**src/rtl/gda_pkg.sv**
```systemverilog
package gda_pkg;

    localparam int unsigned GDA_DAY_W   = 5;
    localparam int unsigned GDA_MONTH_W = 4;
    localparam int unsigned GDA_YEAR_W  = 16;
    localparam int unsigned GDA_ADD_W   = 16;
    // day of year plus up to 65535 added days
    localparam int unsigned GDA_REM_W   = 17;
    // quotient of a 16-bit year by 100 fits in 10 bits
    localparam int unsigned GDA_QUO_W   = 10;
    localparam int unsigned GDA_PROD_W  = 33;
    localparam int unsigned GDA_SHIFT   = 23;
    // ceil(2^23 / 100): exact division by 100 for any 16-bit year
    localparam logic [16:0] GDA_RECIP   = 17'd83887;

    localparam logic [GDA_MONTH_W-1:0] GDA_JAN = 4'd1;
    localparam logic [GDA_MONTH_W-1:0] GDA_FEB = 4'd2;
    localparam logic [GDA_MONTH_W-1:0] GDA_DEC = 4'd12;

    typedef enum logic [2:0] {
        S_IDLE,
        S_PROD,
        S_MOD,
        S_CHECK,
        S_ACC,
        S_SUB,
        S_DONE,
        S_BAD
    } t_state;

    typedef struct packed {
        logic load;
        logic prod;
        logic modc;
        logic init;
        logic acc_step;
        logic acc_add;
        logic sub_step;
        logic out_load;
        logic out_bad;
    } t_cmd;

    typedef struct packed {
        logic date_ok;
        logic at_month;
        logic fits;
    } t_sts;

    function automatic logic [GDA_DAY_W-1:0] gda_month_len(
        input logic [GDA_MONTH_W-1:0] month,
        input logic                   leap
    );
        logic [GDA_DAY_W-1:0] len;
        case (month)
            4'd1, 4'd3, 4'd5, 4'd7, 4'd8, 4'd10, 4'd12: len = 5'd31;
            4'd4, 4'd6, 4'd9, 4'd11:                    len = 5'd30;
            4'd2:                                       len = leap ? 5'd29 : 5'd28;
            default:                                    len = 5'd0;
        endcase
        return len;
    endfunction

endpackage

```
**src/rtl/gda_if.sv**
```systemverilog
interface gda_in_if;
    import gda_pkg::*;
    logic                   valid;
    logic                   ready;
    logic [GDA_DAY_W-1:0]   start_day;
    logic [GDA_MONTH_W-1:0] start_month;
    logic [GDA_YEAR_W-1:0]  start_year;
    logic [GDA_ADD_W-1:0]   days_to_add;

    modport source (output valid, start_day, start_month, start_year, days_to_add,
                    input ready);
    modport sink   (input valid, start_day, start_month, start_year, days_to_add,
                    output ready);
endinterface

interface gda_out_if;
    import gda_pkg::*;
    logic                   valid;
    logic                   ready;
    logic [GDA_DAY_W-1:0]   result_day;
    logic [GDA_MONTH_W-1:0] result_month;
    logic [GDA_YEAR_W-1:0]  result_year;
    logic                   bad_date;

    modport source (output valid, result_day, result_month, result_year, bad_date,
                    input ready);
    modport sink   (input valid, result_day, result_month, result_year, bad_date,
                    output ready);
endinterface

```
**src/rtl/gda_ctrl.sv**
```systemverilog
module gda_ctrl import gda_pkg::*; (
    input  logic i_clk,
    input  logic i_rst_n,
    input  logic i_in_valid,
    output logic o_in_ready,
    input  logic i_out_ready,
    output logic o_out_valid,
    input  t_sts i_sts,
    output t_cmd o_cmd
);

    t_state r_state, n_state;
    logic   r_out_valid, n_out_valid;
    logic   out_free;

    assign out_free = !r_out_valid || i_out_ready;

    always_comb begin
        n_state = r_state;
        case (r_state)
            S_IDLE:  if (i_in_valid) n_state = S_PROD;
            S_PROD:  n_state = S_MOD;
            S_MOD:   n_state = S_CHECK;
            S_CHECK: n_state = i_sts.date_ok ? S_ACC : S_BAD;
            S_ACC:   if (i_sts.at_month) n_state = S_SUB;
            S_SUB:   if (i_sts.fits) n_state = S_DONE;
            S_DONE:  if (out_free) n_state = S_IDLE;
            S_BAD:   if (out_free) n_state = S_IDLE;
            default: n_state = S_IDLE;
        endcase
    end

    always_comb begin
        o_cmd      = '0;
        o_in_ready = 1'b0;
        case (r_state)
            S_IDLE: begin
                o_in_ready = 1'b1;
                o_cmd.load = i_in_valid;
            end
            S_PROD:  o_cmd.prod = 1'b1;
            S_MOD:   o_cmd.modc = 1'b1;
            S_CHECK: o_cmd.init = i_sts.date_ok;
            S_ACC: begin
                o_cmd.acc_add  = i_sts.at_month;
                o_cmd.acc_step = !i_sts.at_month;
            end
            S_SUB:   o_cmd.sub_step = !i_sts.fits;
            S_DONE:  o_cmd.out_load = out_free;
            S_BAD: begin
                o_cmd.out_load = out_free;
                o_cmd.out_bad  = 1'b1;
            end
            default: o_cmd = '0;
        endcase
    end

    always_comb begin
        n_out_valid = r_out_valid;
        if (o_cmd.out_load) begin
            n_out_valid = 1'b1;
        end else if (i_out_ready) begin
            n_out_valid = 1'b0;
        end
    end

    always_ff @(posedge i_clk) begin
        if (!i_rst_n) begin
            r_state     <= S_IDLE;
            r_out_valid <= 1'b0;
        end else begin
            r_state     <= n_state;
            r_out_valid <= n_out_valid;
        end
    end

    assign o_out_valid = r_out_valid;

endmodule

```
**src/rtl/gda_dp.sv**
```systemverilog
module gda_dp import gda_pkg::*; (
    input  logic                   i_clk,
    input  t_cmd                   i_cmd,
    input  logic [GDA_DAY_W-1:0]   i_start_day,
    input  logic [GDA_MONTH_W-1:0] i_start_month,
    input  logic [GDA_YEAR_W-1:0]  i_start_year,
    input  logic [GDA_ADD_W-1:0]   i_days_to_add,
    output t_sts                   o_sts,
    output logic [GDA_DAY_W-1:0]   o_result_day,
    output logic [GDA_MONTH_W-1:0] o_result_month,
    output logic [GDA_YEAR_W-1:0]  o_result_year,
    output logic                   o_bad_date
);

    logic [GDA_DAY_W-1:0]   r_day;
    logic [GDA_MONTH_W-1:0] r_month;
    logic [GDA_YEAR_W-1:0]  r_year;
    logic [GDA_ADD_W-1:0]   r_add;
    logic [GDA_PROD_W-1:0]  r_prod;
    logic [6:0]             r_y100;   // year mod 100
    logic [1:0]             r_c4;     // (year div 100) mod 4
    logic [GDA_REM_W-1:0]   r_rem;
    logic [GDA_MONTH_W-1:0] r_m;
    logic [GDA_DAY_W-1:0]   r_o_day;
    logic [GDA_MONTH_W-1:0] r_o_month;
    logic [GDA_YEAR_W-1:0]  r_o_year;
    logic                   r_o_bad;

    logic [GDA_QUO_W-1:0]   quo;
    logic [GDA_YEAR_W-1:0]  quo_x100;
    logic [GDA_YEAR_W-1:0]  rem100;
    logic                   leap;
    logic [GDA_DAY_W-1:0]   len_start;
    logic [GDA_DAY_W-1:0]   len_cur;

    assign quo      = r_prod[GDA_SHIFT +: GDA_QUO_W];
    assign quo_x100 = (GDA_YEAR_W'(quo) << 6) + (GDA_YEAR_W'(quo) << 5)
                    + (GDA_YEAR_W'(quo) << 2);
    assign rem100   = r_year - quo_x100;

    assign leap = ((r_year[1:0] == 2'd0) && (r_y100 != 7'd0))
               || ((r_y100 == 7'd0) && (r_c4 == 2'd0));

    assign len_start = gda_month_len(r_month, leap);
    assign len_cur   = gda_month_len(r_m, leap);

    assign o_sts.date_ok  = (r_month >= GDA_JAN) && (r_month <= GDA_DEC)
                         && (r_day != '0) && (r_day <= len_start);
    assign o_sts.at_month = (r_m == r_month);
    assign o_sts.fits     = (r_rem <= GDA_REM_W'(len_cur));

    always_ff @(posedge i_clk) begin
        if (i_cmd.load) begin
            r_day   <= i_start_day;
            r_month <= i_start_month;
            r_year  <= i_start_year;
            r_add   <= i_days_to_add;
        end
        if (i_cmd.prod) begin
            r_prod <= GDA_PROD_W'(r_year) * GDA_PROD_W'(GDA_RECIP);
        end
        if (i_cmd.modc) begin
            r_y100 <= rem100[6:0];
            r_c4   <= quo[1:0];
        end
        if (i_cmd.init) begin
            r_rem <= GDA_REM_W'(r_day);
            r_m   <= GDA_JAN;
        end
        if (i_cmd.acc_step) begin
            r_rem <= r_rem + GDA_REM_W'(len_cur);
            r_m   <= r_m + 1'b1;
        end
        if (i_cmd.acc_add) begin
            r_rem <= r_rem + GDA_REM_W'(r_add);
            r_m   <= GDA_JAN;
        end
        if (i_cmd.sub_step) begin
            r_rem <= r_rem - GDA_REM_W'(len_cur);
            if (r_m == GDA_DEC) begin
                r_m    <= GDA_JAN;
                r_year <= r_year + 1'b1;
                if (r_year == '1) begin
                    // wrap to year 0
                    r_y100 <= 7'd0;
                    r_c4   <= 2'd0;
                end else if (r_y100 == 7'd99) begin
                    r_y100 <= 7'd0;
                    r_c4   <= r_c4 + 1'b1;
                end else begin
                    r_y100 <= r_y100 + 1'b1;
                end
            end else begin
                r_m <= r_m + 1'b1;
            end
        end
        if (i_cmd.out_load) begin
            r_o_bad <= i_cmd.out_bad;
            if (i_cmd.out_bad) begin
                r_o_day   <= '0;
                r_o_month <= '0;
                r_o_year  <= '0;
            end else begin
                r_o_day   <= r_rem[GDA_DAY_W-1:0];
                r_o_month <= r_m;
                r_o_year  <= r_year;
            end
        end
    end

    assign o_result_day   = r_o_day;
    assign o_result_month = r_o_month;
    assign o_result_year  = r_o_year;
    assign o_bad_date     = r_o_bad;

endmodule

```
**src/rtl/gregorian_date_add_days_core.sv**
```systemverilog
// Gregorian date advance.
// Input channel i_in: start_day, start_month, start_year, days_to_add.
// Output channel o_out: result_day, result_month, result_year, bad_date.
// Each accepted input transfer produces exactly one output transfer.
// An invalid month or day gives bad_date = 1 with all other fields zero.
// Steps after an input transfer: multiply the year by the reciprocal,
// take year mod 100 and century mod 4, check the date (a bad date goes
// straight to the output register), sum the day of year and days to add,
// then subtract whole months (one month subtraction per cycle).
// One date is in work at a time; i_in.ready is high only while idle.
// The result sits in an output register, so the next input is taken as
// soon as the result is loaded, even while o_out stalls. If the output
// register is still full when a new result is ready, the block waits.
// Synchronous active-low reset returns the controller to idle and drops
// o_out.valid; no item in work survives reset.
module gregorian_date_add_days_core import gda_pkg::*; (
    input  logic          i_clk,
    input  logic          i_rst_n,
    gda_in_if.sink        i_in,
    gda_out_if.source     o_out
);

    t_cmd cmd;
    t_sts sts;

    gda_ctrl u_ctrl (
        .i_clk       (i_clk),
        .i_rst_n     (i_rst_n),
        .i_in_valid  (i_in.valid),
        .o_in_ready  (i_in.ready),
        .i_out_ready (o_out.ready),
        .o_out_valid (o_out.valid),
        .i_sts       (sts),
        .o_cmd       (cmd)
    );

    gda_dp u_dp (
        .i_clk          (i_clk),
        .i_cmd          (cmd),
        .i_start_day    (i_in.start_day),
        .i_start_month  (i_in.start_month),
        .i_start_year   (i_in.start_year),
        .i_days_to_add  (i_in.days_to_add),
        .o_sts          (sts),
        .o_result_day   (o_out.result_day),
        .o_result_month (o_out.result_month),
        .o_result_year  (o_out.result_year),
        .o_bad_date     (o_out.bad_date)
    );

endmodule

```
**src/flat_wrapper.sv**
```systemverilog
// flat-port wrapper written by rule: the top's interface ports become plain ports
module gregorian_date_add_days_core_flat import gda_pkg::*;
  (i_clk, i_rst_n, i_in_valid, i_in_start_day, i_in_start_month, i_in_start_year, i_in_days_to_add, i_in_ready, o_out_valid, o_out_result_day, o_out_result_month, o_out_result_year, o_out_bad_date, o_out_ready);
  gda_in_if i_in_i ();
  gda_out_if o_out_i ();
  input  logic i_clk;
  input  logic i_rst_n;
  input wire logic [$bits(i_in_i.valid)-1:0] i_in_valid;
  input wire logic [$bits(i_in_i.start_day)-1:0] i_in_start_day;
  input wire logic [$bits(i_in_i.start_month)-1:0] i_in_start_month;
  input wire logic [$bits(i_in_i.start_year)-1:0] i_in_start_year;
  input wire logic [$bits(i_in_i.days_to_add)-1:0] i_in_days_to_add;
  output wire logic [$bits(i_in_i.ready)-1:0] i_in_ready;
  output wire logic [$bits(o_out_i.valid)-1:0] o_out_valid;
  output wire logic [$bits(o_out_i.result_day)-1:0] o_out_result_day;
  output wire logic [$bits(o_out_i.result_month)-1:0] o_out_result_month;
  output wire logic [$bits(o_out_i.result_year)-1:0] o_out_result_year;
  output wire logic [$bits(o_out_i.bad_date)-1:0] o_out_bad_date;
  input wire logic [$bits(o_out_i.ready)-1:0] o_out_ready;
  assign i_in_i.valid = i_in_valid;
  assign i_in_i.start_day = i_in_start_day;
  assign i_in_i.start_month = i_in_start_month;
  assign i_in_i.start_year = i_in_start_year;
  assign i_in_i.days_to_add = i_in_days_to_add;
  assign i_in_ready = i_in_i.ready;
  assign o_out_valid = o_out_i.valid;
  assign o_out_result_day = o_out_i.result_day;
  assign o_out_result_month = o_out_i.result_month;
  assign o_out_result_year = o_out_i.result_year;
  assign o_out_bad_date = o_out_i.bad_date;
  assign o_out_i.ready = o_out_ready;
  gregorian_date_add_days_core u_core (.i_clk(i_clk), .i_rst_n(i_rst_n), .i_in(i_in_i), .o_out(o_out_i));
endmodule
```
**config.mk**
```make
export PLATFORM = sky130hd
export DESIGN_NAME = gregorian_date_add_days_core_flat
export DESIGN_NICKNAME = d
export VERILOG_FILES = /design/src/rtl/gda_pkg.sv /design/src/rtl/gda_if.sv /design/src/rtl/gda_ctrl.sv /design/src/rtl/gda_dp.sv /design/src/rtl/gregorian_date_add_days_core.sv /design/src/flat_wrapper.sv
export SDC_FILE = /design/constraint.sdc
export NUM_CORES = 1
export LEC_CHECK = 0
export BUFFER_PORTS_ARGS = -buffer_cell sky130_fd_sc_hd__buf_2
export CORE_MARGIN = 8
export CORE_UTILIZATION = 50
export CTS_CLUSTER_SIZE = 30
export DETAILED_ROUTE_END_ITERATION = 8
export GPL_TIMING_DRIVEN = 0
export PLACE_DENSITY = 0.75
export SYNTH_ARGS = -nofsm -noshare
export SYNTH_HDL_FRONTEND = slang
export SYNTH_HIERARCHICAL = 1
export SYNTH_SLANG_ARGS = --single-unit
```
**constraint.sdc**
```tcl
create_clock -name i_clk -period 18.16 [get_ports i_clk]
set_input_delay 4.54 -clock i_clk [delete_from_list [all_inputs] [get_ports i_clk]]
set_output_delay 4.54 -clock i_clk [all_outputs]
set_load 0.005 [all_outputs]
```
Word level (Yosys, flattened, before mapping)
Index checks and enable logic that the tools add are counted.
{"block": "classes", "magnitude_cmp": 4, "n_reduce_logical": 24, "addsub": 10, "eq_ne": 38, "mux": 42, "multipliers": 1}
{"op": "$mux 17", "n": 4}
{"op": "$mux 16", "n": 3}
{"op": "$eq 4x4->1 const B", "n": 10}
{"op": "$mux 7", "n": 5}
{"op": "$eq 4x3->1 const B", "n": 8}
{"op": "$pmux 5 s3", "n": 2}
{"op": "$mul 16x17->28 const B", "n": 1}
{"op": "$pmux 3 s7", "n": 1}
{"op": "$mux 4", "n": 5}
{"op": "$add 17x16->17", "n": 1}
{"op": "$add 17x5->17", "n": 1}
{"op": "$le 17x5->1", "n": 1}
{"op": "$sub 17x5->17", "n": 1}
{"op": "$add 16x1->16 const B", "n": 1}
{"op": "$eq 16x16->1 const B", "n": 1}
{"op": "$eq 4x2->1 const B", "n": 4}
{"op": "$add 7x7->7", "n": 2}
{"op": "$mux 2", "n": 7}
{"op": "$reduce_or 7->1", "n": 2}
{"op": "$eq 3x3->1 const B", "n": 4}
{"op": "$mux 3", "n": 4}
{"op": "$mux 1", "n": 11}
{"op": "$eq 4x1->1 const B", "n": 2}
{"op": "$reduce_or 4->1", "n": 2}
{"op": "other kinds (25)", "n": 36}
{"block": "word_totals", "output_inout_bits": 28, "regBits": 129}

Logic depth before layout (Yosys ltp)
{"block": "depth", "word_depth": 12, "mapped_depth": 20, "mapped_depth_nobuf": 20}

Hierarchy
Netlist, hierarchy kept.
{"module": "gda_dp", "area_each_um2": 10707.8, "cells_per_inst": 1076, "seq_area_each_um2": 2812.7, "n_inst": 1}
{"module": "gda_ctrl", "area_each_um2": 316.6, "cells_per_inst": 36, "seq_area_each_um2": 80.1, "n_inst": 1}

Worst setup path before layout
No wires, ideal clock.
{"block": "synth_timing", "path_kind": "input to register", "startpoint": "input i_in_valid", "endpoint": "register u_core.u_dp.r_year[8]", "n_path_buf": 2, "required_ps": 18102, "arrival_time_ps": 6131, "path_stages": 6, "setup_ps": 58, "setup_slack_ps": 11970, "path_cell_list": "and2_1 -> clkbuf_1 -> nor2_1 -> clkbuf_1 -> nor3_1 -> o22a_1"}
{"block": "synth_via", "elab_chain_len": 4}
{"item": "start: declaration", "line": "flat_wrapper.sv:8", "text": "input wire logic [$bits(i_in_i.valid)-1:0] i_in_valid;"}
{"item": "$mux 1 *", "line": "gda_ctrl.sv:36", "text": "case (r_state)"}
{"item": "$mux 16 *", "line": "gda_dp.sv:53", "text": "if (i_cmd.load) begin"}
{"item": "$mux 16", "line": "gda_dp.sv:80", "text": "if (r_m == GDA_DEC) begin"}
{"item": "$mux 16 *", "line": "gda_dp.sv:78", "text": "if (i_cmd.sub_step) begin"}
{"item": "end signal: assignment", "line": "gda_dp.sv:56", "text": "r_year <= i_start_year;"}
{"item": "end signal: assignment", "line": "gda_dp.sv:82", "text": "r_year <= r_year + 1'b1;"}
{"item": "end: declaration", "line": "gda_dp.sv:17", "text": "logic [GDA_YEAR_W-1:0] r_year;"}
Every way passes the cells marked *; elsewhere a longest branch is shown, timed or not.
A chain may end at the register's enable or synchronous reset.

==> run metrics <==
initial antenna violation count=0; Period minus WS final=6730 ps; fillers=1934; routed vias/inst=5.71; DRT Pass-1 Iters=5; setup TNS=0 ps; CP arrival=7040 ps; Synth Register Bits=106; die area=27100 um^2; top_reg_cell synth=edfxtp_1; leading cell type in the layout, fill and taps excluded=inv_1; clk_lat worst skew=360 ps; crit share post-route=0.370; port bufs=72; Top Metal Used=met4; area of the multi-input gates=7270 um^2; routed vias=8458; root buffer cell=clkbuf_16; Die X=164 um; status=finished clean; Worst EP required=18470 ps; Reg2Reg Depth=18; All-Layer GR Usage=0.207; FFs w/ async S/R, synth=0; Row Count=54; Mean Syn Cell Area=9.91 um^2; Post-synth EDFFs=77; max_slew headroom=0.153; clock skew=12.5 ps; Non-Filler Instances=1480; maxcap violations=0; largest net degree at the start of global routing=27; post-synthesis sequential area ratio=0.262; Routed wire per std cell=18.3 um; Net Count, Synth=1413; Worst setup EP type=flop; FF-to-FF Start=u_core/u_dp/r_year[13]; wire length on met1=11.8 mm; Clock transition at path regs=80 ps; end of the worst register-to-register path=u_core/u_dp/r_prod[27]; Detailed Place HPWL=21.9 mm; slack of the worst reg-to-reg path=11820 ps; total gr overflow=0; P&R area growth vs syn=9.15%; post-CTS sizing=0; DR WL met2=12.6 mm; final weighted congestion in routability-driven placement=0.979; CTS tree=built; final setup fails=0; kind of critical path=in2reg; f_max=149 MHz; layout cells sized above 1=0.105; Cells after Synth=1112; post-route DRC violation count=0; Hold Crit Class=reg2reg; mapped cell area=11000 um^2; Top Ports=73; Ant. Diodes=0; violation count after the first detailed-routing iteration=661; Core ar.=21800 um^2; Slew Limit Fails=0; Slew @ Worst Pin=1270 ps; CP Launch Type=input port; commonest cells after routing, fill and taps aside=192 x inv_1, 157 x ha_1, 99 x fa_1; synth warn=6; Final WS setup=11430 ps; dpl cells=1464; first-pass GRT wire length=43.8 mm; total setup buffers inserted after CTS=0; clk sink count=106; CP Max Fanout=26; vias in the first global route=8559; Final #Nets=1496; # hold bufs at CTS=0; CP endpoint=u_core/u_dp/r_year[8]; antenna-violating nets left=0; TritonCTS buffer count=9; library cells used by synthesis=82; WL met3=1.93 mm; post-place setup slack=11010 ps; RSZ-0062 raised after global routing=no; Final Hold Fails=0; Critical Path Start=i_in_valid; register area=2890 um^2; Clock Tree Buf Depth=2; CTS H-tree depth=3; Starting Density=0.507; Die Y=164 um; WL final=27.1 mm
[worst min path at each step]
stage	from	to	slack, ps	depth (start not counted)
floorplan	u_core/u_dp/r_y100[3]	u_core/u_dp/r_y100[3]	490	1
global placement	u_core/u_dp/r_y100[3]	u_core/u_dp/r_y100[3]	530	1
detailed placement	u_core/u_dp/r_y100[3]	u_core/u_dp/r_y100[3]	520	1
CTS	u_core/u_dp/r_y100[3]	u_core/u_dp/r_y100[3]	550	1
global route	u_core/u_dp/r_y100[0]	u_core/u_dp/r_y100[0]	580	1
finish	u_core/u_dp/r_y100[0]	u_core/u_dp/r_y100[0]	550	1
[cell usage after synthesis (5+ instances only)]
master	instances	area, um^2
inv_1	192	721
ha_1	157	1960
fa_1	99	1980
edfxtp_1	77	2310
nor2_1	65	244
a21oi_1	55	275
o21ai_0	49	245
nand2_1	42	158
xnor2_1	32	280
dfxtp_1	29	581
xor2_1	27	236
nor3_1	26	130
nand3_1	24	120
nor2b_1	23	144
clkbuf_1	17	63.8
mux2i_1	13	130
nand2b_1	13	81.3
nand4_1	13	81.3
a31oi_1	10	62.6
a211oi_1	8	60.1
and3_1	8	50.1
a21o_1	7	52.6
a22oi_1	7	52.6
buf_2	7	35.0
o21a_1	6	45.0
o21bai_1	6	45.0
nor4_1	5	31.3
or3_1	5	31.3
[through the flow]
stage / hold slack [ps] / area (um^2) / util
6_report: 553 / 12000 / 0.553
2_1_floorplan: 494 / 11000 / -
4_1_cts: 552 / 12000 / 0.553
5_1_grt: 578 / 12000 / 0.553
3_5_place_dp: 524 / 11700 / 0.539
3_3_place_gp: 525 / 11700 / 0.539
[sequential cells by signal, indices dropped and copies added, names as in the netlist, 4 cells and up]
| signal | cells |
|---|---|
| u_core/u_dp/r_y100 | 7 |
| u_core/u_dp/r_month | 4 |
| u_core/u_dp/r_day | 5 |
| u_core/u_dp/r_prod | 5 |
| u_core/u_dp/r_add | 16 |
| u_core/u_dp/r_rem | 17 |
| u_core/u_dp/r_m | 4 |
| u_core/u_dp/o_result_year | 16 |
| u_core/u_dp/r_year | 16 |
| u_core/u_dp/o_result_month | 4 |
| u_core/u_dp/o_result_day | 5 |
[final cells by class]
| class | instances | area share |
|---|---|---|
| inverter | 192 | 0.0599 |
| clock buffer | 9 | 0.0187 |
| buffer | 31 | 0.0120 |
| sequential | 106 | 0.240 |
| multi-input combinational | 783 | 0.604 |
| clock inverter | 7 | 0.00603 |
| timing repair buffer | 72 | 0.0299 |
| tap | 280 | 0.0291 |
[critical path: stages]
cell and delay (ps):
buf_2 90, and2_1 960, clkbuf_1 430, nor2_1 210, clkbuf_1 330, nor3_1 290, o22a_1 170
[per-layer routing]
metal  track usage  up-vias
met4        0.0770        0
met1         0.269     4122
met5             0        -
met3        0.0346       49
met2         0.341      298
li1              -     3989
[logic make-up (layout without fill, tap and decap cells)]
| group | Yosys count | in the layout | synth area share |
|---|---|---|---|
| AOI/OAI and AO/OA | 198 | 198 | 0.118 |
| xor gates and xnor gates | 59 | 59 | 0.0469 |
| adders and majority gates | 256 | 256 | 0.358 |
| buffers and inverters | 223 | 311 | 0.0784 |
| DFF | 106 | 106 | 0.262 |
| muxes | 15 | 15 | 0.0138 |
| and+or+nand+nor | 255 | 255 | 0.123 |
Power is not shown: default switching activity piles up to over one toggle a cycle in this logic, so the estimate is an artifact.
